===== src/rtl/core/uart_register_datagram_engine_top_defines.svh =====
// ----------------------------------------------------------------------------
// uart register datagram engine assertion macros
// shared concurrent assertion forms, clocked on clk and disabled in reset
// ----------------------------------------------------------------------------
`ifndef UART_REGISTER_DATAGRAM_ENGINE_TOP_DEFINES_SVH
`define UART_REGISTER_DATAGRAM_ENGINE_TOP_DEFINES_SVH

// condition that holds at every clock edge outside reset
`define UDG_ASSERT(lbl, expr, msg) \
  lbl: assert property (@(posedge clk) disable iff (!rst_n) (expr)) else $error(msg);

// condition that implies another one at the following edge
`define UDG_ASSERT_NEXT(lbl, ante, cons, msg) \
  lbl: assert property (@(posedge clk) disable iff (!rst_n) (ante) |=> (cons)) \
    else $error(msg);

`endif


===== src/rtl/core/udg_pkg.sv =====
// ----------------------------------------------------------------------------
// udg_pkg
// shared types, codes and crc helper of the uart register datagram engine
// ----------------------------------------------------------------------------
`timescale 1ns / 1ps

package udg_pkg;

  // input item kinds
  typedef enum logic [1:0] {
    REQ_WRITE  = 2'd0,
    REQ_READ   = 2'd1,
    REQ_RXBYTE = 2'd2,
    REQ_TICK   = 2'd3
  } req_t;

  // result item kinds
  typedef enum logic [1:0] {
    KIND_TX   = 2'd0,
    KIND_OK   = 2'd1,
    KIND_FAIL = 2'd2
  } kind_t;

  // configuration register indexes
  typedef enum logic [1:0] {
    CFG_SYNC   = 2'd0,
    CFG_NODE   = 2'd1,
    CFG_RETRY  = 2'd2,
    CFG_WINDOW = 2'd3
  } cfg_idx_t;

  // front-end phase
  typedef enum logic [1:0] {
    PH_IDLE    = 2'd0,
    PH_HUNT    = 2'd1,
    PH_COLLECT = 2'd2,
    PH_CHECK   = 2'd3
  } phase_t;

  // back-end sequencer state
  typedef enum logic {
    BK_IDLE = 1'b0,
    BK_RUN  = 1'b1
  } bk_state_t;

  // jobs handed from front to back
  typedef enum logic [1:0] {
    JOB_WRITE = 2'd0,
    JOB_READ  = 2'd1,
    JOB_OK    = 2'd2,
    JOB_FAIL  = 2'd3
  } job_kind_t;

  typedef struct packed {
    job_kind_t   kind;
    logic [7:0]  sync;
    logic [1:0]  node;
    logic [7:0]  addr_byte;
    logic [31:0] data;
  } job_t;

  // live configuration
  typedef struct packed {
    logic [7:0]  sync;
    logic [1:0]  node;
    logic [3:0]  retry;
    logic [15:0] window;
  } cfg_t;

  localparam logic [7:0]  CRC_POLY     = 8'h07;
  localparam logic [7:0]  PATTERN_MID  = 8'hFF;
  localparam logic [7:0]  WRITE_FLAG   = 8'h80;
  localparam int          REPLY_BYTES  = 5;
  localparam int          CHECK_BYTES  = 7;
  localparam int          WRITE_LEN    = 8;
  localparam int          READ_LEN     = 4;
  localparam int          QUEUE_DEPTH  = 4;

  localparam logic [7:0]  SYNC_RST     = 8'd5;
  localparam logic [1:0]  NODE_RST     = 2'd0;
  localparam logic [3:0]  RETRY_RST    = 4'd2;
  localparam logic [15:0] WINDOW_RST   = 16'd5;

  // crc-8 over one byte, bits taken lsb first
  function automatic logic [7:0] crc8_byte(input logic [7:0] crc_in, input logic [7:0] din);
    logic [7:0] c;
    logic       fb;
    c = crc_in;
    for (int j = 0; j < 8; j++) begin
      fb = c[7] ^ din[j];
      c  = {c[6:0], 1'b0};
      if (fb) begin
        c = c ^ CRC_POLY;
      end
    end
    return c;
  endfunction

endpackage


===== src/rtl/core/udg_queue.sv =====
// ----------------------------------------------------------------------------
// udg_queue
// small job queue between the front and back of the datagram engine
// ----------------------------------------------------------------------------
`timescale 1ns / 1ps
`include "uart_register_datagram_engine_top_defines.svh"

module udg_queue #(
  parameter int WIDTH = 8,
  parameter int DEPTH = 4
) (
  input  logic             clk,
  input  logic             rst_n,
  input  logic             push,
  input  logic [WIDTH-1:0] push_data,
  output logic             full,
  input  logic             pop,
  output logic [WIDTH-1:0] pop_data,
  output logic             empty
);

  localparam int PTR_W = (DEPTH > 1) ? $clog2(DEPTH) : 1;
  localparam int CNT_W = $clog2(DEPTH + 1);

  logic [WIDTH-1:0] mem_r [DEPTH];
  logic [PTR_W-1:0] wr_ptr_r, wr_ptr_nxt;
  logic [PTR_W-1:0] rd_ptr_r, rd_ptr_nxt;
  logic [CNT_W-1:0] count_r, count_nxt;

  assign full     = (count_r == CNT_W'(DEPTH));
  assign empty    = (count_r == '0);
  assign pop_data = mem_r[rd_ptr_r];

  // pointer and fill count update
  always_comb begin
    wr_ptr_nxt = wr_ptr_r;
    rd_ptr_nxt = rd_ptr_r;
    count_nxt  = count_r;
    if (push) begin
      wr_ptr_nxt = (wr_ptr_r == PTR_W'(DEPTH - 1)) ? '0 : wr_ptr_r + 1'b1;
    end
    if (pop) begin
      rd_ptr_nxt = (rd_ptr_r == PTR_W'(DEPTH - 1)) ? '0 : rd_ptr_r + 1'b1;
    end
    if (push && !pop) begin
      count_nxt = count_r + 1'b1;
    end else if (pop && !push) begin
      count_nxt = count_r - 1'b1;
    end
  end

  always_ff @(posedge clk) begin
    if (!rst_n) begin
      wr_ptr_r <= '0;
      rd_ptr_r <= '0;
      count_r  <= '0;
    end else begin
      wr_ptr_r <= wr_ptr_nxt;
      rd_ptr_r <= rd_ptr_nxt;
      count_r  <= count_nxt;
    end
  end

  // job storage
  always_ff @(posedge clk) begin
    if (push) begin
      mem_r[wr_ptr_r] <= push_data;
    end
  end

  `UDG_ASSERT(a_no_overflow, !(push && full && !pop), "job pushed into a full queue")
  `UDG_ASSERT(a_no_underflow, !(pop && empty), "job popped from an empty queue")

endmodule


===== src/rtl/core/udg_front.sv =====
// ----------------------------------------------------------------------------
// udg_front
// accepts input items, tracks the read transaction and queues jobs
// ----------------------------------------------------------------------------
`timescale 1ns / 1ps
`include "uart_register_datagram_engine_top_defines.svh"

module udg_front (
  input  logic          clk,
  input  logic          rst_n,
  input  udg_pkg::cfg_t cfg,
  input  logic          in_tvalid,
  output logic          in_tready,
  input  logic [1:0]    in_tuser,
  input  logic [47:0]   in_tdata,
  output logic          push,
  output udg_pkg::job_t push_job,
  input  logic          q_full
);

  udg_pkg::phase_t phase_r, phase_nxt;
  logic [23:0] sw_r, sw_nxt;
  logic [39:0] cap_r, cap_nxt;
  logic [2:0]  cnt_r, cnt_nxt;
  logic [15:0] tick_r, tick_nxt;
  logic [3:0]  att_r, att_nxt;
  logic [6:0]  pend_r, pend_nxt;
  logic [2:0]  step_r, step_nxt;
  logic [7:0]  crc_r, crc_nxt;

  udg_pkg::req_t req;
  logic [6:0]  reg_addr;
  logic [31:0] wdata;
  logic [7:0]  rx;
  logic        acc;
  logic        active;
  logic        retry_more;
  logic        tick_over;
  logic        hunt_hit;
  logic        collect_done;
  logic        chk_last;
  logic        crc_good;
  logic [7:0]  chk_byte;
  logic        restart;
  logic        fail_out;

  // field unpacking
  assign req      = udg_pkg::req_t'(in_tuser);
  assign reg_addr = in_tdata[6:0];
  assign wdata    = in_tdata[38:7];
  assign rx       = in_tdata[46:39];

  // shared decisions
  assign in_tready    = (phase_r != udg_pkg::PH_CHECK) && !q_full;
  assign acc          = in_tvalid && in_tready;
  assign active       = (phase_r == udg_pkg::PH_HUNT) || (phase_r == udg_pkg::PH_COLLECT);
  assign retry_more   = (att_r < cfg.retry);
  assign tick_over    = ({1'b0, tick_r} + 17'd1) > {1'b0, cfg.window};
  assign hunt_hit     = ({sw_r[15:0], rx} == {cfg.sync, udg_pkg::PATTERN_MID, 1'b0, pend_r});
  assign collect_done = (cnt_r == 3'(udg_pkg::REPLY_BYTES - 1));
  assign chk_last     = (step_r == 3'(udg_pkg::CHECK_BYTES));
  assign crc_good     = (crc_r == cap_r[7:0]) && (crc_r != 8'd0);

  // reply byte fed to the crc check, one per cycle
  always_comb begin
    case (step_r)
      3'd0:    chk_byte = cfg.sync;
      3'd1:    chk_byte = udg_pkg::PATTERN_MID;
      3'd2:    chk_byte = {1'b0, pend_r};
      3'd3:    chk_byte = cap_r[39:32];
      3'd4:    chk_byte = cap_r[31:24];
      3'd5:    chk_byte = cap_r[23:16];
      3'd6:    chk_byte = cap_r[15:8];
      default: chk_byte = 8'd0;
    endcase
  end

  // phase next state
  always_comb begin
    phase_nxt = phase_r;
    if (acc) begin
      unique case (req)
        udg_pkg::REQ_WRITE: phase_nxt = phase_r;
        udg_pkg::REQ_READ: begin
          phase_nxt = (cfg.retry == 4'd0) ? udg_pkg::PH_IDLE : udg_pkg::PH_HUNT;
        end
        udg_pkg::REQ_RXBYTE: begin
          if (phase_r == udg_pkg::PH_HUNT && hunt_hit) begin
            phase_nxt = udg_pkg::PH_COLLECT;
          end else if (phase_r == udg_pkg::PH_COLLECT && collect_done) begin
            phase_nxt = udg_pkg::PH_CHECK;
          end
        end
        udg_pkg::REQ_TICK: begin
          if (active && tick_over) begin
            phase_nxt = retry_more ? udg_pkg::PH_HUNT : udg_pkg::PH_IDLE;
          end
        end
        default: phase_nxt = phase_r;
      endcase
    end else if (phase_r == udg_pkg::PH_CHECK && chk_last && !q_full) begin
      phase_nxt = (!crc_good && retry_more) ? udg_pkg::PH_HUNT : udg_pkg::PH_IDLE;
    end
  end

  // datapath and job output
  always_comb begin
    push     = 1'b0;
    push_job = '0;
    sw_nxt   = sw_r;
    cap_nxt  = cap_r;
    cnt_nxt  = cnt_r;
    tick_nxt = tick_r;
    att_nxt  = att_r;
    pend_nxt = pend_r;
    step_nxt = step_r;
    crc_nxt  = crc_r;
    restart  = 1'b0;
    fail_out = 1'b0;
    if (acc) begin
      unique case (req)
        udg_pkg::REQ_WRITE: begin
          push               = 1'b1;
          push_job.kind      = udg_pkg::JOB_WRITE;
          push_job.sync      = cfg.sync;
          push_job.node      = cfg.node;
          push_job.addr_byte = udg_pkg::WRITE_FLAG | {1'b0, reg_addr};
          push_job.data      = wdata;
        end
        udg_pkg::REQ_READ: begin
          pend_nxt = reg_addr;
          att_nxt  = '0;
          if (cfg.retry == 4'd0) begin
            fail_out = 1'b1;
          end else begin
            restart = 1'b1;
          end
        end
        udg_pkg::REQ_TICK: begin
          if (active) begin
            if (tick_over) begin
              if (retry_more) begin
                restart = 1'b1;
              end else begin
                fail_out = 1'b1;
              end
            end else begin
              tick_nxt = tick_r + 16'd1;
            end
          end
        end
        udg_pkg::REQ_RXBYTE: begin
          if (phase_r == udg_pkg::PH_HUNT) begin
            sw_nxt = {sw_r[15:0], rx};
            if (hunt_hit) begin
              cap_nxt  = '0;
              cnt_nxt  = '0;
              tick_nxt = '0;
            end
          end else if (phase_r == udg_pkg::PH_COLLECT) begin
            cap_nxt = {cap_r[31:0], rx};
            cnt_nxt = cnt_r + 3'd1;
            if (collect_done) begin
              cnt_nxt  = '0;
              step_nxt = '0;
              crc_nxt  = '0;
            end
          end
        end
        default: push = 1'b0;
      endcase
    end else if (phase_r == udg_pkg::PH_CHECK) begin
      if (!chk_last) begin
        crc_nxt  = udg_pkg::crc8_byte(crc_r, chk_byte);
        step_nxt = step_r + 3'd1;
      end else if (!q_full) begin
        if (crc_good) begin
          push          = 1'b1;
          push_job.kind = udg_pkg::JOB_OK;
          push_job.data = cap_r[39:8];
        end else if (retry_more) begin
          restart = 1'b1;
        end else begin
          fail_out = 1'b1;
        end
      end
    end
    // (re)send of the read request
    if (restart) begin
      push               = 1'b1;
      push_job.kind      = udg_pkg::JOB_READ;
      push_job.sync      = cfg.sync;
      push_job.node      = cfg.node;
      push_job.addr_byte = {1'b0, pend_nxt};
      push_job.data      = '0;
      sw_nxt             = '0;
      cap_nxt            = '0;
      cnt_nxt            = '0;
      tick_nxt           = '0;
      att_nxt            = att_nxt + 4'd1;
    end
    // read given up
    if (fail_out) begin
      push          = 1'b1;
      push_job      = '0;
      push_job.kind = udg_pkg::JOB_FAIL;
    end
  end

  always_ff @(posedge clk) begin
    if (!rst_n) begin
      phase_r <= udg_pkg::PH_IDLE;
      sw_r    <= '0;
      cap_r   <= '0;
      cnt_r   <= '0;
      tick_r  <= '0;
      att_r   <= '0;
      pend_r  <= '0;
      step_r  <= '0;
      crc_r   <= '0;
    end else begin
      phase_r <= phase_nxt;
      sw_r    <= sw_nxt;
      cap_r   <= cap_nxt;
      cnt_r   <= cnt_nxt;
      tick_r  <= tick_nxt;
      att_r   <= att_nxt;
      pend_r  <= pend_nxt;
      step_r  <= step_nxt;
      crc_r   <= crc_nxt;
    end
  end

  `UDG_ASSERT_NEXT(a_read_hunts, acc && req == udg_pkg::REQ_READ && cfg.retry != 4'd0, phase_r == udg_pkg::PH_HUNT && att_r == 4'd1, "read request did not start a hunt")
  `UDG_ASSERT(a_ok_from_check, !(push && push_job.kind == udg_pkg::JOB_OK) || (phase_r == udg_pkg::PH_CHECK && chk_last), "read ok queued outside the crc check")

endmodule


===== src/rtl/core/udg_back.sv =====
// ----------------------------------------------------------------------------
// udg_back
// expands queued jobs into result items, one item per cycle while the receiver is ready, with crc
// ----------------------------------------------------------------------------
`timescale 1ns / 1ps
`include "uart_register_datagram_engine_top_defines.svh"

module udg_back (
  input  logic          clk,
  input  logic          rst_n,
  input  logic          q_empty,
  input  udg_pkg::job_t q_data,
  output logic          pop,
  output logic          out_tvalid,
  input  logic          out_tready,
  output logic [1:0]    out_tuser,
  output logic [39:0]   out_tdata,
  output logic          out_tlast
);

  udg_pkg::bk_state_t st_r, st_nxt;
  udg_pkg::job_t      job_r;
  logic [2:0]         idx_r;
  logic [7:0]         crc_r;
  logic               out_valid_r;
  udg_pkg::kind_t     out_kind_r;
  logic [7:0]         out_byte_r;
  logic               out_last_r;
  logic [31:0]        out_data_r;

  logic               out_adv;
  logic               emit;
  logic               is_final;
  logic [2:0]         last_idx;
  udg_pkg::kind_t     kind_sel;
  logic [7:0]         byte_sel;
  logic               last_sel;
  logic [31:0]        data_sel;

  assign out_adv = !out_valid_r || out_tready;

  // final item index of the current job
  always_comb begin
    case (job_r.kind)
      udg_pkg::JOB_WRITE: last_idx = 3'(udg_pkg::WRITE_LEN - 1);
      udg_pkg::JOB_READ:  last_idx = 3'(udg_pkg::READ_LEN - 1);
      default:            last_idx = 3'd0;
    endcase
  end
  assign is_final = (idx_r == last_idx);

  // sequencer next state
  always_comb begin
    st_nxt = st_r;
    unique case (st_r)
      udg_pkg::BK_IDLE: if (!q_empty) st_nxt = udg_pkg::BK_RUN;
      udg_pkg::BK_RUN:  if (out_adv && is_final) st_nxt = udg_pkg::BK_IDLE;
      default:          st_nxt = udg_pkg::BK_IDLE;
    endcase
  end

  // sequencer outputs and item select
  always_comb begin
    pop      = (st_r == udg_pkg::BK_IDLE) && !q_empty;
    emit     = (st_r == udg_pkg::BK_RUN) && out_adv;
    kind_sel = udg_pkg::KIND_TX;
    byte_sel = 8'd0;
    last_sel = 1'b0;
    data_sel = '0;
    unique case (job_r.kind)
      udg_pkg::JOB_WRITE, udg_pkg::JOB_READ: begin
        last_sel = is_final;
        if (is_final) begin
          byte_sel = crc_r;
        end else begin
          case (idx_r)
            3'd0:    byte_sel = job_r.sync;
            3'd1:    byte_sel = {6'd0, job_r.node};
            3'd2:    byte_sel = job_r.addr_byte;
            3'd3:    byte_sel = job_r.data[31:24];
            3'd4:    byte_sel = job_r.data[23:16];
            3'd5:    byte_sel = job_r.data[15:8];
            3'd6:    byte_sel = job_r.data[7:0];
            default: byte_sel = crc_r;
          endcase
        end
      end
      udg_pkg::JOB_OK: begin
        kind_sel = udg_pkg::KIND_OK;
        data_sel = job_r.data;
      end
      udg_pkg::JOB_FAIL: kind_sel = udg_pkg::KIND_FAIL;
      default:           kind_sel = udg_pkg::KIND_TX;
    endcase
  end

  // sequencer registers
  always_ff @(posedge clk) begin
    if (!rst_n) begin
      st_r  <= udg_pkg::BK_IDLE;
      idx_r <= '0;
      crc_r <= '0;
    end else begin
      st_r <= st_nxt;
      if (pop) begin
        idx_r <= '0;
        crc_r <= '0;
      end else if (emit) begin
        idx_r <= idx_r + 3'd1;
        crc_r <= udg_pkg::crc8_byte(crc_r, byte_sel);
      end
    end
  end

  always_ff @(posedge clk) begin
    if (pop) begin
      job_r <= q_data;
    end
  end

  // output register
  always_ff @(posedge clk) begin
    if (!rst_n) begin
      out_valid_r <= 1'b0;
    end else if (emit) begin
      out_valid_r <= 1'b1;
    end else if (out_tready) begin
      out_valid_r <= 1'b0;
    end
  end

  always_ff @(posedge clk) begin
    if (emit) begin
      out_kind_r <= kind_sel;
      out_byte_r <= byte_sel;
      out_last_r <= last_sel;
      out_data_r <= data_sel;
    end
  end

  assign out_tvalid = out_valid_r;
  assign out_tuser  = out_kind_r;
  assign out_tdata  = {out_data_r, out_byte_r};
  assign out_tlast  = out_last_r;

  `UDG_ASSERT(a_pop_only_idle, !pop || (st_r == udg_pkg::BK_IDLE && !emit), "job loaded while a job is running")

endmodule


===== src/rtl/core/uart_register_datagram_engine_top.sv =====
// ----------------------------------------------------------------------------
// uart_register_datagram_engine_top
// register write/read datagram engine for a single-wire uart driver link
// ----------------------------------------------------------------------------
// The front takes one input item per cycle while the job queue has room and
// no reply crc check runs; a write request is turned into 8 transmit items
// and a read request into 4, emitted by the back at one item per cycle while
// the receiver is ready, each job first loaded from the QUEUE_DEPTH-entry queue,
// with the crc-8 built as the bytes go out. On the last reply byte the front
// runs the reply crc one byte per cycle over 7 bytes and then decides once the
// job queue has room, and the input stalls while it does so.
`timescale 1ns / 1ps

module uart_register_datagram_engine_top #(
  parameter int QUEUE_DEPTH = udg_pkg::QUEUE_DEPTH
) (
  input  logic        clk,
  input  logic        rst_n,
  // input items
  input  logic        in_tvalid,
  output logic        in_tready,
  input  logic [47:0] in_tdata,   // reg_addr[6:0], write_data[38:7], rx_byte[46:39], 0
  input  logic [1:0]  in_tuser,   // req_type[1:0]
  // result items
  output logic        out_tvalid,
  input  logic        out_tready,
  output logic [39:0] out_tdata,  // tx_byte[7:0], read_data[39:8]
  output logic [1:0]  out_tuser,  // out_kind[1:0]
  output logic        out_tlast,  // last_byte
  // configuration writes
  input  logic        cfg_valid,
  output logic        cfg_ready,
  input  logic [1:0]  cfg_index,
  input  logic [15:0] cfg_data
);

  udg_pkg::cfg_t cfg_r;
  udg_pkg::job_t push_job;
  udg_pkg::job_t q_data;
  logic          push;
  logic          pop;
  logic          q_full;
  logic          q_empty;

  assign cfg_ready = 1'b1;

  // configuration registers
  always_ff @(posedge clk) begin
    if (!rst_n) begin
      cfg_r.sync   <= udg_pkg::SYNC_RST;
      cfg_r.node   <= udg_pkg::NODE_RST;
      cfg_r.retry  <= udg_pkg::RETRY_RST;
      cfg_r.window <= udg_pkg::WINDOW_RST;
    end else if (cfg_valid && cfg_ready) begin
      unique case (udg_pkg::cfg_idx_t'(cfg_index))
        udg_pkg::CFG_SYNC:   cfg_r.sync   <= cfg_data[7:0];
        udg_pkg::CFG_NODE:   cfg_r.node   <= cfg_data[1:0];
        udg_pkg::CFG_RETRY:  cfg_r.retry  <= cfg_data[3:0];
        udg_pkg::CFG_WINDOW: cfg_r.window <= cfg_data;
        default:             cfg_r.sync   <= cfg_r.sync;
      endcase
    end
  end

  // front: accept and classify
  udg_front u_front (
    .clk       (clk),
    .rst_n     (rst_n),
    .cfg       (cfg_r),
    .in_tvalid (in_tvalid),
    .in_tready (in_tready),
    .in_tuser  (in_tuser),
    .in_tdata  (in_tdata),
    .push      (push),
    .push_job  (push_job),
    .q_full    (q_full)
  );

  // job queue
  udg_queue #(
    .WIDTH ($bits(udg_pkg::job_t)),
    .DEPTH (QUEUE_DEPTH)
  ) u_queue (
    .clk       (clk),
    .rst_n     (rst_n),
    .push      (push),
    .push_data (push_job),
    .full      (q_full),
    .pop       (pop),
    .pop_data  (q_data),
    .empty     (q_empty)
  );

  // back: emit result items
  udg_back u_back (
    .clk        (clk),
    .rst_n      (rst_n),
    .q_empty    (q_empty),
    .q_data     (q_data),
    .pop        (pop),
    .out_tvalid (out_tvalid),
    .out_tready (out_tready),
    .out_tuser  (out_tuser),
    .out_tdata  (out_tdata),
    .out_tlast  (out_tlast)
  );

endmodule


===== config.mk =====
export PLATFORM = sky130hd
export DESIGN_NAME = uart_register_datagram_engine_top
export DESIGN_NICKNAME = d
export VERILOG_FILES = /design/src/rtl/core/udg_pkg.sv /design/src/rtl/core/udg_queue.sv /design/src/rtl/core/udg_front.sv /design/src/rtl/core/udg_back.sv /design/src/rtl/core/uart_register_datagram_engine_top.sv
export VERILOG_INCLUDE_DIRS = /design/src /design/src/rtl/core
export SDC_FILE = /design/constraint.sdc
export NUM_CORES = 1
export LEC_CHECK = 0
export BUFFER_PORTS_ARGS = -buffer_cell sky130_fd_sc_hd__clkbuf_2
export CAP_MARGIN = 10
export CORE_MARGIN = 2
export CORE_UTILIZATION = 46
export CTS_BUF_LIST = sky130_fd_sc_hd__clkbuf_8
export DETAILED_ROUTE_END_ITERATION = 12
export GPL_TIMING_DRIVEN = 1
export MAX_ROUTING_LAYER = met4
export PLACE_DENSITY = 0.73
export SETUP_SLACK_MARGIN = 0.02
export SLEW_MARGIN = 20
export SYNTH_ARGS = -nofsm -noshare
export SYNTH_HDL_FRONTEND = slang
export SYNTH_SLANG_ARGS = --single-unit

===== constraint.sdc =====
create_clock -name clk -period 7.4 [get_ports clk]
set_input_delay 1.48 -clock clk [delete_from_list [all_inputs] [get_ports clk]]
set_output_delay 1.48 -clock clk [all_outputs]
set_load 0.05 [all_outputs]

[Word-level counts from Yosys, hierarchy flattened]
Memory sizes are Yosys's and may differ from the RTL's. A register that Yosys moved wholly into a read port is not among the register bits.
Index checks and enable logic that the tools add are counted.
Operators by class
  add/subtract/negate cells: 10
  order comparisons: 2
  equality and inequality tests: 46
  multiplexer cells: 157
  bitwise operators: 34
  reductions and logical operators: 48
Operators with widths (count)
  $mux W8: 51
  $mux W32: 5
  $mux W40: 3
  $pmux W8 S7: 2
  $mux W52: 2
  $mux W3: 29
  $mux W16: 4
  $mux W50: 1
  $not A3 Y3: 16
  $mux W1: 35
  $pmux W16 S2: 1
  $eq A3 B3 Y1 const B: 9
  $eq A24 B24 Y1: 1
  $mux W2: 12
  $eq A2 B2 Y1 const B: 10
  $mux W18: 1
  $add A16 B1 Y17 const B: 1
  $gt A17 B16 Y1: 1
  $add A16 B1 Y16 const B: 1
  $xor A1 B1 Y1: 16
  $logic_and A1 B1 Y1: 14
  $mux W7: 2
  $ne A2 B2 Y1 const B: 7
  $add A3 B1 Y3 const B: 4
  other kinds (30): 69
Storage, ports and cells
  register bits: 192
  bits in writable memories: 208
  input bits: 73
  output and inout bits: 46
  logic and storage cells: 322
  memories kept: 1
Memory list
  u_queue.mem_r: words 4, bits a word 52, rd ports 1, clocked after Yosys merged registers in 1, write ports 1, RTL line udg_queue.sv:25  | logic [WIDTH-1:0] mem_r [DEPTH];

[Depth between registers and ports, before layout]
Gate-level depths: netlist (run 1).
  depth in word-level cells: 42
  mapped depth: 22
  mapped depth without buffers: 20

[Hierarchy]
A second synthesis (run 1) with hierarchy kept.
Second synthesis, totals
  cell total of the unflattened synthesis: 1525
  area total of the unflattened synthesis: 20208.1 um2
By module, submodules not included
  udg_queue: instances 1, cells an instance 316, area each 8022.7 um2, seq. area each 6426.2 um2
  udg_front: instances 1, cells an instance 790, area each 6458.7 um2, seq. area each 1981.9 um2
  udg_back: instances 1, cells an instance 295, area each 4524.3 um2, seq. area each 3113.0 um2
  uart_register_datagram_engine_top: instances 1, cells an instance 124, area each 1202.4 um2, seq. area each 600.6 um2

[Least setup slack after synthesis (run 1)]
OpenSTA, ideal clock, no wires.
  path kind: register -> register
  from: reg u_front.tick_r[4]
  to: mem u_queue.mem_r[0][0] (netlist name), enable pin
  library setup time: 0.415 ns
  arrival time: 4.612 ns
  required time: 6.985 ns
  setup slack: 2.373 ns
  cell stages (with the launch flop): 17
  buffers on the path: 1
  clock period less this slack: 5.027 ns
  path through: dfxtp_1 -> nand3_1 -> nor2_1 -> and3_1 -> and3_1 -> clkbuf_1 -> nand3_1 -> xnor2_1 -> ha_1 -> nand3_1 -> nor4_1 -> o31ai_1 -> and3_1 -> o22ai_1 -> a21boi_0 -> o221ai_1 -> and2_1
On the way
  longest elaborated chain between the ends: 10
  elaborated cells on any way between the ends: 14
  those cells by class: add/sub: 1; order compare: 1; mux: 12
RTL lines
  start: declaration: RTL line udg_front.sv:25  | logic [15:0] tick_r, tick_nxt;
  start signal: assignment: RTL line udg_front.sv:226  | tick_r <= tick_nxt;
  $add A16 B1 Y17 *: RTL line udg_front.sv:58  | assign tick_over = ({1'b0, tick_r} + 17'd1) > {1'b0, cfg.window};
  $gt A17 B16 Y1 *: RTL line udg_front.sv:58
  $mux W1: RTL line udg_front.sv:141  | if (tick_over) begin
  $mux W1: RTL line udg_front.sv:140  | if (active) begin
  $pmux W1 S2: RTL line udg_front.sv:121  | unique case (req)
  $mux W1: RTL line udg_front.sv:120  | if (acc) begin
  $mux W1: RTL line udg_front.sv:189  | if (restart) begin
  $mux W1 *: RTL line udg_front.sv:203  | if (fail_out) begin
  named net push: RTL line uart_register_datagram_engine_top.sv:40  | logic push;
  $mux W1 *: RTL line udg_queue.sv:66  | if (push) begin
  $mux W1 (implied by the code) *: RTL line udg_queue.sv:67  | mem_r[wr_ptr_r] <= push_data;
  end: declaration: RTL line udg_queue.sv:25
The timed path passes the listed nets; every way through them passes the cells marked *.

[Worst setup path after layout (run 1)]
  from: reg u_front.tick_r[0]
  to: reg u_queue.count_r[2]
On the way
  longest elaborated chain between the ends: 11
  elaborated cells on any way between the ends: 17
  those cells by class: add/sub: 1; order compare: 1; mux: 11; reduce/logical: 4
RTL lines
  $add A16 B1 Y17 *: RTL line udg_front.sv:58
  $gt A17 B16 Y1 *: RTL line udg_front.sv:58
  $mux W1: RTL line udg_front.sv:141
  $mux W1: RTL line udg_front.sv:140
  $pmux W1 S2: RTL line udg_front.sv:121
  $mux W1: RTL line udg_front.sv:120
  $mux W1: RTL line udg_front.sv:189
  $mux W1 *: RTL line udg_front.sv:203
  named net push: RTL line uart_register_datagram_engine_top.sv:40
  $logic_not A1 Y1: RTL line udg_queue.sv:47  | end else if (pop && !push) begin
  $logic_and A1 B1 Y1: RTL line udg_queue.sv:47
  $reduce_bool A2 Y1 (no source line)
  end signal: assignment: RTL line udg_queue.sv:60  | count_r <= count_nxt;
  end: declaration: RTL line udg_queue.sv:28  | logic [CNT_W-1:0] count_r, count_nxt;
Marks and branches as above.
A chain may end at the register's enable or synchronous reset.

==> results of run 1 <==
[worst max path at each step]
stage	cells after the start	endpoint	slack, ns
floorplan	16	u_queue.mem_r[0][0]$_DFFE_PP_	2.37
global placement	16	u_queue.mem_r[0][21]$_DFFE_PP_	1.78
detailed placement	20	u_queue.count_r[2]$_SDFFE_PN0P_	1.70
CTS	20	u_queue.count_r[2]$_SDFFE_PN0P_	1.62
global route	20	u_queue.count_r[2]$_SDFFE_PN0P_	1.10
finish	20	u_queue.count_r[2]$_SDFFE_PN0P_	1.61
[kinds of logic (layout without fill, tap and decap cells)]
kind of cell | Yosys count | in the layout
other | 1 | 1
adders and majority gates | 44 | 44
and+or+nand+nor | 430 | 430
muxes | 77 | 77
xor gates and xnor gates | 81 | 81
AOI/OAI and AO/OA | 295 | 295
DFF | 452 | 452
buffers and inverters | 132 | 305
[layout by cell type (no fill, tap or decap), drive strengths merged, types with 43 or more instances in the layout]
master / n
and2: 44
nor2b: 43
nor2: 81
nand2: 124
ha: 43
clkbuf: 195
dfxtp: 149
edfxtp: 303
mux4: 52
inv: 77
a21oi: 101
[metrics by stage]
stage / hold slack (ns) / util (%) / power [uW]
final: 0.460 / 52.6 / 7600
after detailed placement: 0.459 / 49.2 / 5560
after global placement: 0.455 / 49.2 / 5500
after floorplan: 0.441 / - / 5030
after global routing: 0.471 / 52.6 / 7930
after CTS: 0.462 / 52.6 / 7650
[flip-flops by register name, indices dropped and copies added, names as in the netlist, 3 cells and up]
name	cells
u_back.idx_r	3
u_front.sw_r	16
u_queue.count_r	3
u_front.cnt_r	3
u_front.tick_r	16
u_back.out_data_r	32
u_front.crc_r	8
u_front.att_r	4
u_front.step_r	3
u_queue.mem_r	208
u_back.out_byte_r	8
u_front.pend_r	7
u_back.crc_r	8
cfg_r	30
u_back.job_r	52
u_front.cap_r	40
[metal layers]
layer	GRT usage (%)	wire length (um)	share of wire, %	vias to the layer above
met5	-	0	0	-
met1	27.5	19200	43	6176
met4	7.48	1410	3.1	0
met3	3.91	2720	6.1	94
li1	-	-	-	5853
met2	32.5	21500	48	441
[synth_stat cells (all sizes together) (40+ instances only)]
master	instances
inv	47
nor2	81
xor2	40
clkbuf	68
a22o	41
o21ai	41
mux4	52
nand2	124
dfxtp	149
nor3b	41
and2	44
ha	43
edfxtp	303
a21oi	101
nor2b	43
[worst reg2reg max path, stage by stage, from the launching register on]
cell	delay, ns
dfxtp_1	0.43
ha_1	0.27
and3_1	0.28
and3_1	0.24
nand3_1	0.25
nor2_1	0.19
xor2_1	0.11
ha_1	0.30
nand3_1	0.11
nor4_1	0.41
and4_1	0.28
a311oi_1	0.07
o31a_1	0.44
nor2_1	0.57
o221ai_1	0.49
ha_1	0.37
inv_1	0.10
fa_1	0.20
xor2_1	0.09
or3_1	0.30
a21boi_0	0.19
[power groups by stage]
stage                     Sequential, uW  Clock, uW  Combinational, uW
after CTS                           3380       2140               2140
after floorplan                     3670          0               1370
after global placement              3410          0               2090
final                               3370       2100               2120
after detailed placement            3430          0               2130
after global routing                3410       2240               2280
[layout make-up]
| cell class | count | share of cell area (%) |
|---|---|---|
| Sequential cell | 452 | 54.5 |
| Multi-Input combinational cell | 928 | 32.1 |
| Clock buffer | 79 | 4.91 |
| Timing Repair Buffer | 131 | 3.13 |
| Tap cell | 539 | 3.04 |
| Clock inverter | 48 | 1.45 |
| Inverter | 47 | 0.796 |
==> summary.txt, run 1 <==
Synthesis
  – #FFs+latches synth: 452
  – Post-Syn Area: 19700 um2
  – Yosys warns: 0
  – Top FF cell, synth: edfxtp_1
  – Syn Nets: 1629
  – Sequential-to-total area share from yosys stat: 61.3%
  – Post-synthesis xor/xnor area fraction: 4.07%
  – EDFF count, synth: 303
  – Synth Area in Simple Gates: 11.4%
  – Main combinational cell family by area after synthesis: simple AND/OR/NAND/NOR gates
  – Syn Area/Cell: 13.0 um2
  – Synth area leader: edfxtp_1
  – Yosys cell types: 80
  – Synth Area in Compound Gates: 10.5%
  – Async set-or-reset flop fraction in the synthesized netlist: 0%
  – Synth Area in Adders: 2.83%
  – Top post-synthesis cells by area: edfxtp_1, dfxtp_1, mux4_2
  – Synth Instances: 1512
  – Share of the synthesized area in the top cell type: 46.2%
  – Mux contribution to synthesized area: 7.24%

Place
  – DP Cell Count: 2097
  – Final Wtd Congestion: 0.857
  – DP Wirelength: 30700 um
  – Dpl cell area: 20700 um2
  – DP Worst Slack: 1.70 ns
  – Port Buf Inserts: 116

Finish
  – Antenna diodes: 0
  – FF+latch area: 12100 um2
  – Area Growth Syn to Fin: 12.5%
  – Non-Filler Instances: 2224
  – Layout Nets: 1749
  – Multi-input gate area: 7120 um2
  – Layout fillers: 3491
  – Post-layout instance area: 22200 um2
  – Share of post-route cells with drive strength above 1: 18.8%

STA
  – Max Clock Freq: 0.173 GHz
  – Max-slew violations: 0
  – Crit path time final: 5.79 ns
  – Final Setup Violations: 0
  – Final Hold Vio Count: 0
  – Skew final: 0.0445 ns
  – Final Cycle Share: 78.2%
  – Max_slew headroom: 31.4%
  – Setup slack after layout: 1.61 ns
  – Worst Tran Pin Value: 1.03 ns
  – Setup TNS: 0 ns
  – Setup repair after global routing missed its margin: no

Critical path
  – WS Path Type: reg -> reg
  – Required @ worst endpoint: 7.92 ns
  – CP Capture Type: flip-flop
  – Data arrival, critical path: 6.31 ns
  – CP bufs+invs: 1
  – Critical Path Max Stage Delay: 0.56 ns
  – Critical path launch point: u_front.tick_r[0]$_SDFFE_PP0P_
  – Cell Chain, Critical Path: ha_1 > and3_1 > and3_1 > nand3_1 > nor2_1 > xor2_1 > ha_1 > nand3_1 > nor4_1 > and4_1 > a311oi_1 > o31a_1 > nor2_1 > o221ai_1 > ha_1 > inv_1 > fa_1 > xor2_1 > or3_1 > a21boi_0
  – CP dominant cell by count: ha_1
  – Max FO, Critical Path: 11
  – Startpoint types: flip-flop
  – Top delay family on crit path: simple AND/OR/NAND/NOR gates
  – Crit path max-delay cell type: nor2_1
  – R2r startpoint: u_front.tick_r[0]$_SDFFE_PP0P_
  – R2R Setup Slk: 1.61 ns
  – FF-to-FF path depth: 20
  – RR Endpoint: u_queue.count_r[2]$_SDFFE_PN0P_

Drt
  – Avg WL per Cell: 20.2 um
  – Drt via density: 5.65
  – Initial drt markers: 1058
  – Detailed Routing Iterations Pass 1: 6
  – Post-Route WL: 44900 um
  – Post-route DRC: 0
  – Vias: 12600
  – Antenna-violating nets left: 0

Clocking
  – Total CTS buffers: 72
  – Reg clk slew, reported paths: 0.06 ns
  – Post CTS Setup Buffer Count: 0
  – Root Driver: clkbuf_8
  – CTS tree: yes
  – Worst skew pair latency: 0.63 ns
  – Hold_buf cts: 0
  – Num Clock Sinks: 452
  – Post-CTS resize count: 0
  – CTS H-tree lvls: 3
  – Max clock buf depth: 3

GRT
  – GRT Util Overall: 20.9%
  – Vias in the first global route: 12100
  – GR Overflow Total: 0
  – First-pass GRT wire length: 68700 um
  – Largest net degree at the start of global routing: 87
  – Initial antenna violation count: 0

Flow run
  – Maxcap violations: 0

Power
  – Sw power: 2490 uW
  – Internal power: 5110 uW
  – Switching share of power: 32.7%
  – PD cells: 343 nW/um2
  – Sequential Power Share: 44.4%
  – Clock power share: 27.6%
  – Peak VDD IR: 0.263 mV
  – Leak: 0.00802 uW
  – Gate power share: 28.0%

Status
  – Outcome: finished, final reports clean

Floorplan
  – Core box area: 42100 um2
  – Die Wd: 211 um
  – Row cnt: 75
  – IO Pins: 119
  – Die H: 211 um
  – Overall die area: 44500 um2
  – Initial Util: 46.7%

Worst hold path
  – Hold crit path type: reg -> reg
  – Hold path start: cfg_r[10]$_SDFFE_PN0P_
  – Worst Hold Path Cells: 2
  – Endpoint of the worst hold path: cfg_r[10]$_SDFFE_PN0P_
No activity file was read; power rests on OpenSTA's default activity.
==> inputs of run 2 (changes only) <==
ABC_AREA = 1   (was not set)
clock period = 5.8 ns   (was 7.4 ns; I/O delays follow)
==> run 2 against run 1 <==
Non-clock buffer count down 6. Count of clock-buffer cells in the layout up 5. Total power up 38%. Design area up 3.1%. Combinational power up 53%. First-iteration DRC count up 44%. Hold slack worse by 0.0055 ns. Critical endpoint is now u_queue.mem_r[1][11]$_DFFE_PP_. Highest routed layer unchanged.
==> summary.txt, run 2 <==
Synthesis
  – Post-Syn Area: 20400 um2 (+3.5%)
  – Async set-or-reset flop fraction in the synthesized netlist: 0% (unchanged)
  – Share of the synthesized area in the top cell type: 44.7% (-1.5 points)
  – Cell with the most instances after synthesis: nand2_1
  – Synth area leader: edfxtp_1
  – Syn Nets: 2268 (+39%)
  – Yosys cell types: 48 (-40%)
  – Top FF cell, synth: edfxtp_1
  – Top post-synthesis cells by area: edfxtp_1, dfxtp_1, nand2_1
  – EDFF count, synth: 303 (unchanged)
  – Post-synth top cells: nand2_1, edfxtp_1, nor2_1
  – Synth Instances: 2151 (+42%)
  – Yosys warns: 0 (unchanged)
  – Syn Area/Cell: 9.47 um2 (-27%)
  – #FFs+latches synth: 452 (unchanged)
  – Sequential-to-total area share from yosys stat: 59.3% (-2.1 points)

Status
  – Outcome: finished, final reports clean

Clocking
  – Root Driver: clkbuf_8
  – CTS H-tree lvls: 3 (unchanged)
  – Hold_buf cts: 0 (unchanged)
  – Total CTS buffers: 74 (+2.8%)
  – Post-CTS resize count: 0 (unchanged)
  – Worst skew pair latency: 0.64 ns (about the same)
  – Post CTS Setup Buffer Count: 0 (unchanged)
  – CTS tree: yes
  – Max clock buf depth: 3 (unchanged)
  – Num Clock Sinks: 452 (unchanged)
  – Reg clk slew, reported paths: 0.06 ns (about the same)

GRT
  – Vias in the first global route: 14500 (+20%)
  – GR Overflow Total: 0 (unchanged)
  – First-pass GRT wire length: 76200 um (+11%)
  – GRT Util Overall: 21.6% (+0.71 points)
  – Largest net degree at the start of global routing: 107 (+23%)
  – Initial antenna violation count: 1 (+1)

Critical path
  – WS Path Type: reg -> reg
  – FF-to-FF path depth: 18 (-10%)
  – Required @ worst endpoint: 6.07 ns (-1.85 ns)
  – CP dominant cell by count: nand2_1
  – Max FO, Critical Path: 52 (+41)
  – R2r startpoint: u_front.tick_r[0]$_SDFFE_PP0P_
  – Cell Chain, Critical Path: ha_1 > nand3_2 > nor2_4 > nand3_1 > nor2_1 > xor2_1 > inv_1 > ha_1 > nand3_1 > nor3b_1 > nand3b_1 > nand4_1 > nand2_1 > nand2_1 > nand2_1 > nor2_1 > nor2_4 > buf_4
  – RR Endpoint: u_queue.mem_r[1][11]$_DFFE_PP_
  – Crit path max-delay cell type: nor2_1
  – Critical Path Max Stage Delay: 0.70 ns (+0.14 ns)
  – Data arrival, critical path: 4.64 ns (-1.67 ns)
  – CP Capture Type: flip-flop
  – Startpoint types: flip-flop
  – R2R Setup Slk: 1.43 ns (-0.18 ns)

STA
  – Final Hold Vio Count: 0 (unchanged)
  – Max-slew violations: 0 (unchanged)
  – Setup slack after layout: 1.43 ns (-0.181 ns)
  – Setup repair after global routing missed its margin: no
  – Setup TNS: 0 ns (unchanged)
  – Final Setup Violations: 0 (unchanged)
  – Max_slew headroom: 25.5% (-6.0 points)
  – Final Cycle Share: 75.3% (-2.9 points)
  – Crit path time final: 4.37 ns (-1.42 ns)
  – Max Clock Freq: 0.229 GHz (+32%)
  – Worst Tran Pin Value: 1.12 ns (+0.0912 ns)
  – Skew final: 0.0434 ns (-0.00105 ns)

Finish
  – Most common cell after layout, fill and taps aside: nand2_1
  – Top reg by flops: u_queue.mem_r
  – Largest register FFs: 208 (unchanged)
  – Share of post-route cells with drive strength above 1: 13.5% (-5.3 points)
  – Layout Nets: 2381 (+36%)
  – Area Growth Syn to Fin: 12.1%
  – Most frequent cells in the layout: nand2_1, edfxtp_1, nor2_1, inv_1, o21ai_0
  – Biggest regs: u_queue.mem_r (208), u_back.job_r (52), u_front.cap_r (40)

Drt
  – Drt via density: 5.29 (-6.4%)
  – Avg WL per Cell: 16.7 um (-17%)
  – Detailed Routing Iterations Pass 1: 5 (-1)
  – Vias: 15400 (+23%)
  – Initial drt markers: 1523 (+44%)
  – Post-Route WL: 48600 um (+8.4%)
  – Antenna-violating nets left: 0 (unchanged)
  – Post-route DRC: 0 (unchanged)

Place
  – DP Wirelength: 32600 um (+6.2%)
  – Port Buf Inserts: 116 (unchanged)
  – Final Wtd Congestion: 0.908 (+5.9%)
  – DP Worst Slack: 1.49 ns (-0.210 ns)

Worst hold path
  – Endpoint of the worst hold path: cfg_r[21]$_SDFFE_PN0P_
  – Worst Hold Path Cells: 2 (unchanged)
  – Hold crit path type: reg -> reg
  – Hold path start: cfg_r[21]$_SDFFE_PN0P_

Power
  – Peak VDD IR: 0.350 mV (+33%)
  – Power Total: 10500 uW (+38%)
  – Leak: 0.00888 uW (+11%)
  – PD cells: 458 nW/um2 (+33%)

Floorplan
  – Initial Util: 46.4% (-0.36 points)
  – Die H: 214 um (+1.7%)
  – Die Wd: 214 um (+1.7%)
  – Core box area: 43900 um2 (+4.3%)
  – Overall die area: 46000 um2 (+3.4%)
  – IO Pins: 119 (unchanged)
  – Row cnt: 77 (+2.7%)

Flow run
  – Maxcap violations: 0 (unchanged)
-- run 2: cell types whose count changed after synthesis, moves of 39 or more --
cell,previous run,this run
nor2_1,79,278
o21ai_0,37,211
o22ai_1,2,77
nor2b_1,43,0
a22o_1,41,0
nand2_1,124,364
inv_1,45,239
mux4_2,52,0
a21oi_2,1,40
nand3_1,27,109
nor3b_1,41,1
and2_1,44,0
-- run 2: how the worst max path moves through the flow --
| stage | start | endpoint | slack (ns) | depth (start not counted) |
|---|---|---|---|---|
| final | u_front.tick_r[0]$_SDFFE_PP0P_ | u_queue.mem_r[1][11]$_DFFE_PP_ | 1.43 | 18 |
| after CTS | u_front.tick_r[0]$_SDFFE_PP0P_ | u_queue.mem_r[1][11]$_DFFE_PP_ | 1.43 | 18 |
| after global routing | u_front.tick_r[0]$_SDFFE_PP0P_ | u_queue.mem_r[1][38]$_DFFE_PP_ | 1.03 | 18 |
| after global placement | u_front.tick_r[0]$_SDFFE_PP0P_ | u_queue.mem_r[0][2]$_DFFE_PP_ | 1.65 | 18 |
| after detailed placement | u_front.tick_r[0]$_SDFFE_PP0P_ | u_queue.mem_r[3][2]$_DFFE_PP_ | 1.49 | 18 |
| after floorplan | u_front.tick_r[0]$_SDFFE_PP0P_ | u_queue.mem_r[0][0]$_DFFE_PP_ | 0.77 | 20 |
-- run 2: logic make-up after synthesis --
| kind of cell | share of synthesized area, % |
|---|---|
| adder cells (fa/ha/maj) | 2.74 |
| AO/OA/AOI/OAI | 12.6 |
| XOR/XNOR | 1.59 |
| other | 0.0184 |
| AND/OR/NAND/NOR | 17.1 |
| buffers and inverters | 6.72 |
| flip-flops | 59.3 |
-- run 2: stage by stage --
| stage | instance area (um2) | hold slack (ns) | util (%) | instances |
|---|---|---|---|---|
| after global routing | 22800 | 0.482 | 52.0 | 2915 |
| after floorplan | 20400 | 0.430 | - | 2151 |
| after detailed placement | 21400 | 0.450 | 48.7 | 2780 |
| after CTS | 22800 | 0.460 | 52.0 | 2914 |
| after global placement | 21400 | 0.450 | 48.7 | 2780 |
| final | 22800 | 0.455 | 52.0 | 2915 |
-- run 2: area by class of cell --
cell class / instances / area [um2]
clock buffer: 84 / 1160
timing repair buffer: 125 / 648
fill: 3959 / 21100
sequential: 452 / 12100
clock inverter: 50 / 304
antenna: 1 / 2.50
tap: 592 / 741
multi-input combinational: 1358 / 6960
inverter: 253 / 950
-- run 2: power by group --
| group | switching (uW) | internal, uW | leakage [uW] |
|---|---|---|---|
| clock | 1260 | 1470 | 0.000805 |
| combinational | 2460 | 796 | 0.00400 |
| sequential | 206 | 4270 | 0.00407 |
| total | 3920 | 6530 | 0.00888 |
-- run 2: worst max-delay path: cells and delay by family (launching register included) --
family,cells,cell delay (ns)
simple gates,13,2.38
fa+ha+maj,2,0.53
buf+inv,2,0.45
flops,1,0.41
xor+xnor,1,0.22
-- run 2: layer usage --
layer | vias to the layer above | GRT usage, % | wire length, um
met5 | - | - | 0
met4 | 0 | 8.63 | 1510
met3 | 99 | 3.42 | 3200
met2 | 550 | 33.2 | 22500
met1 | 7253 | 28.7 | 21400
li1 | 7505 | - | -
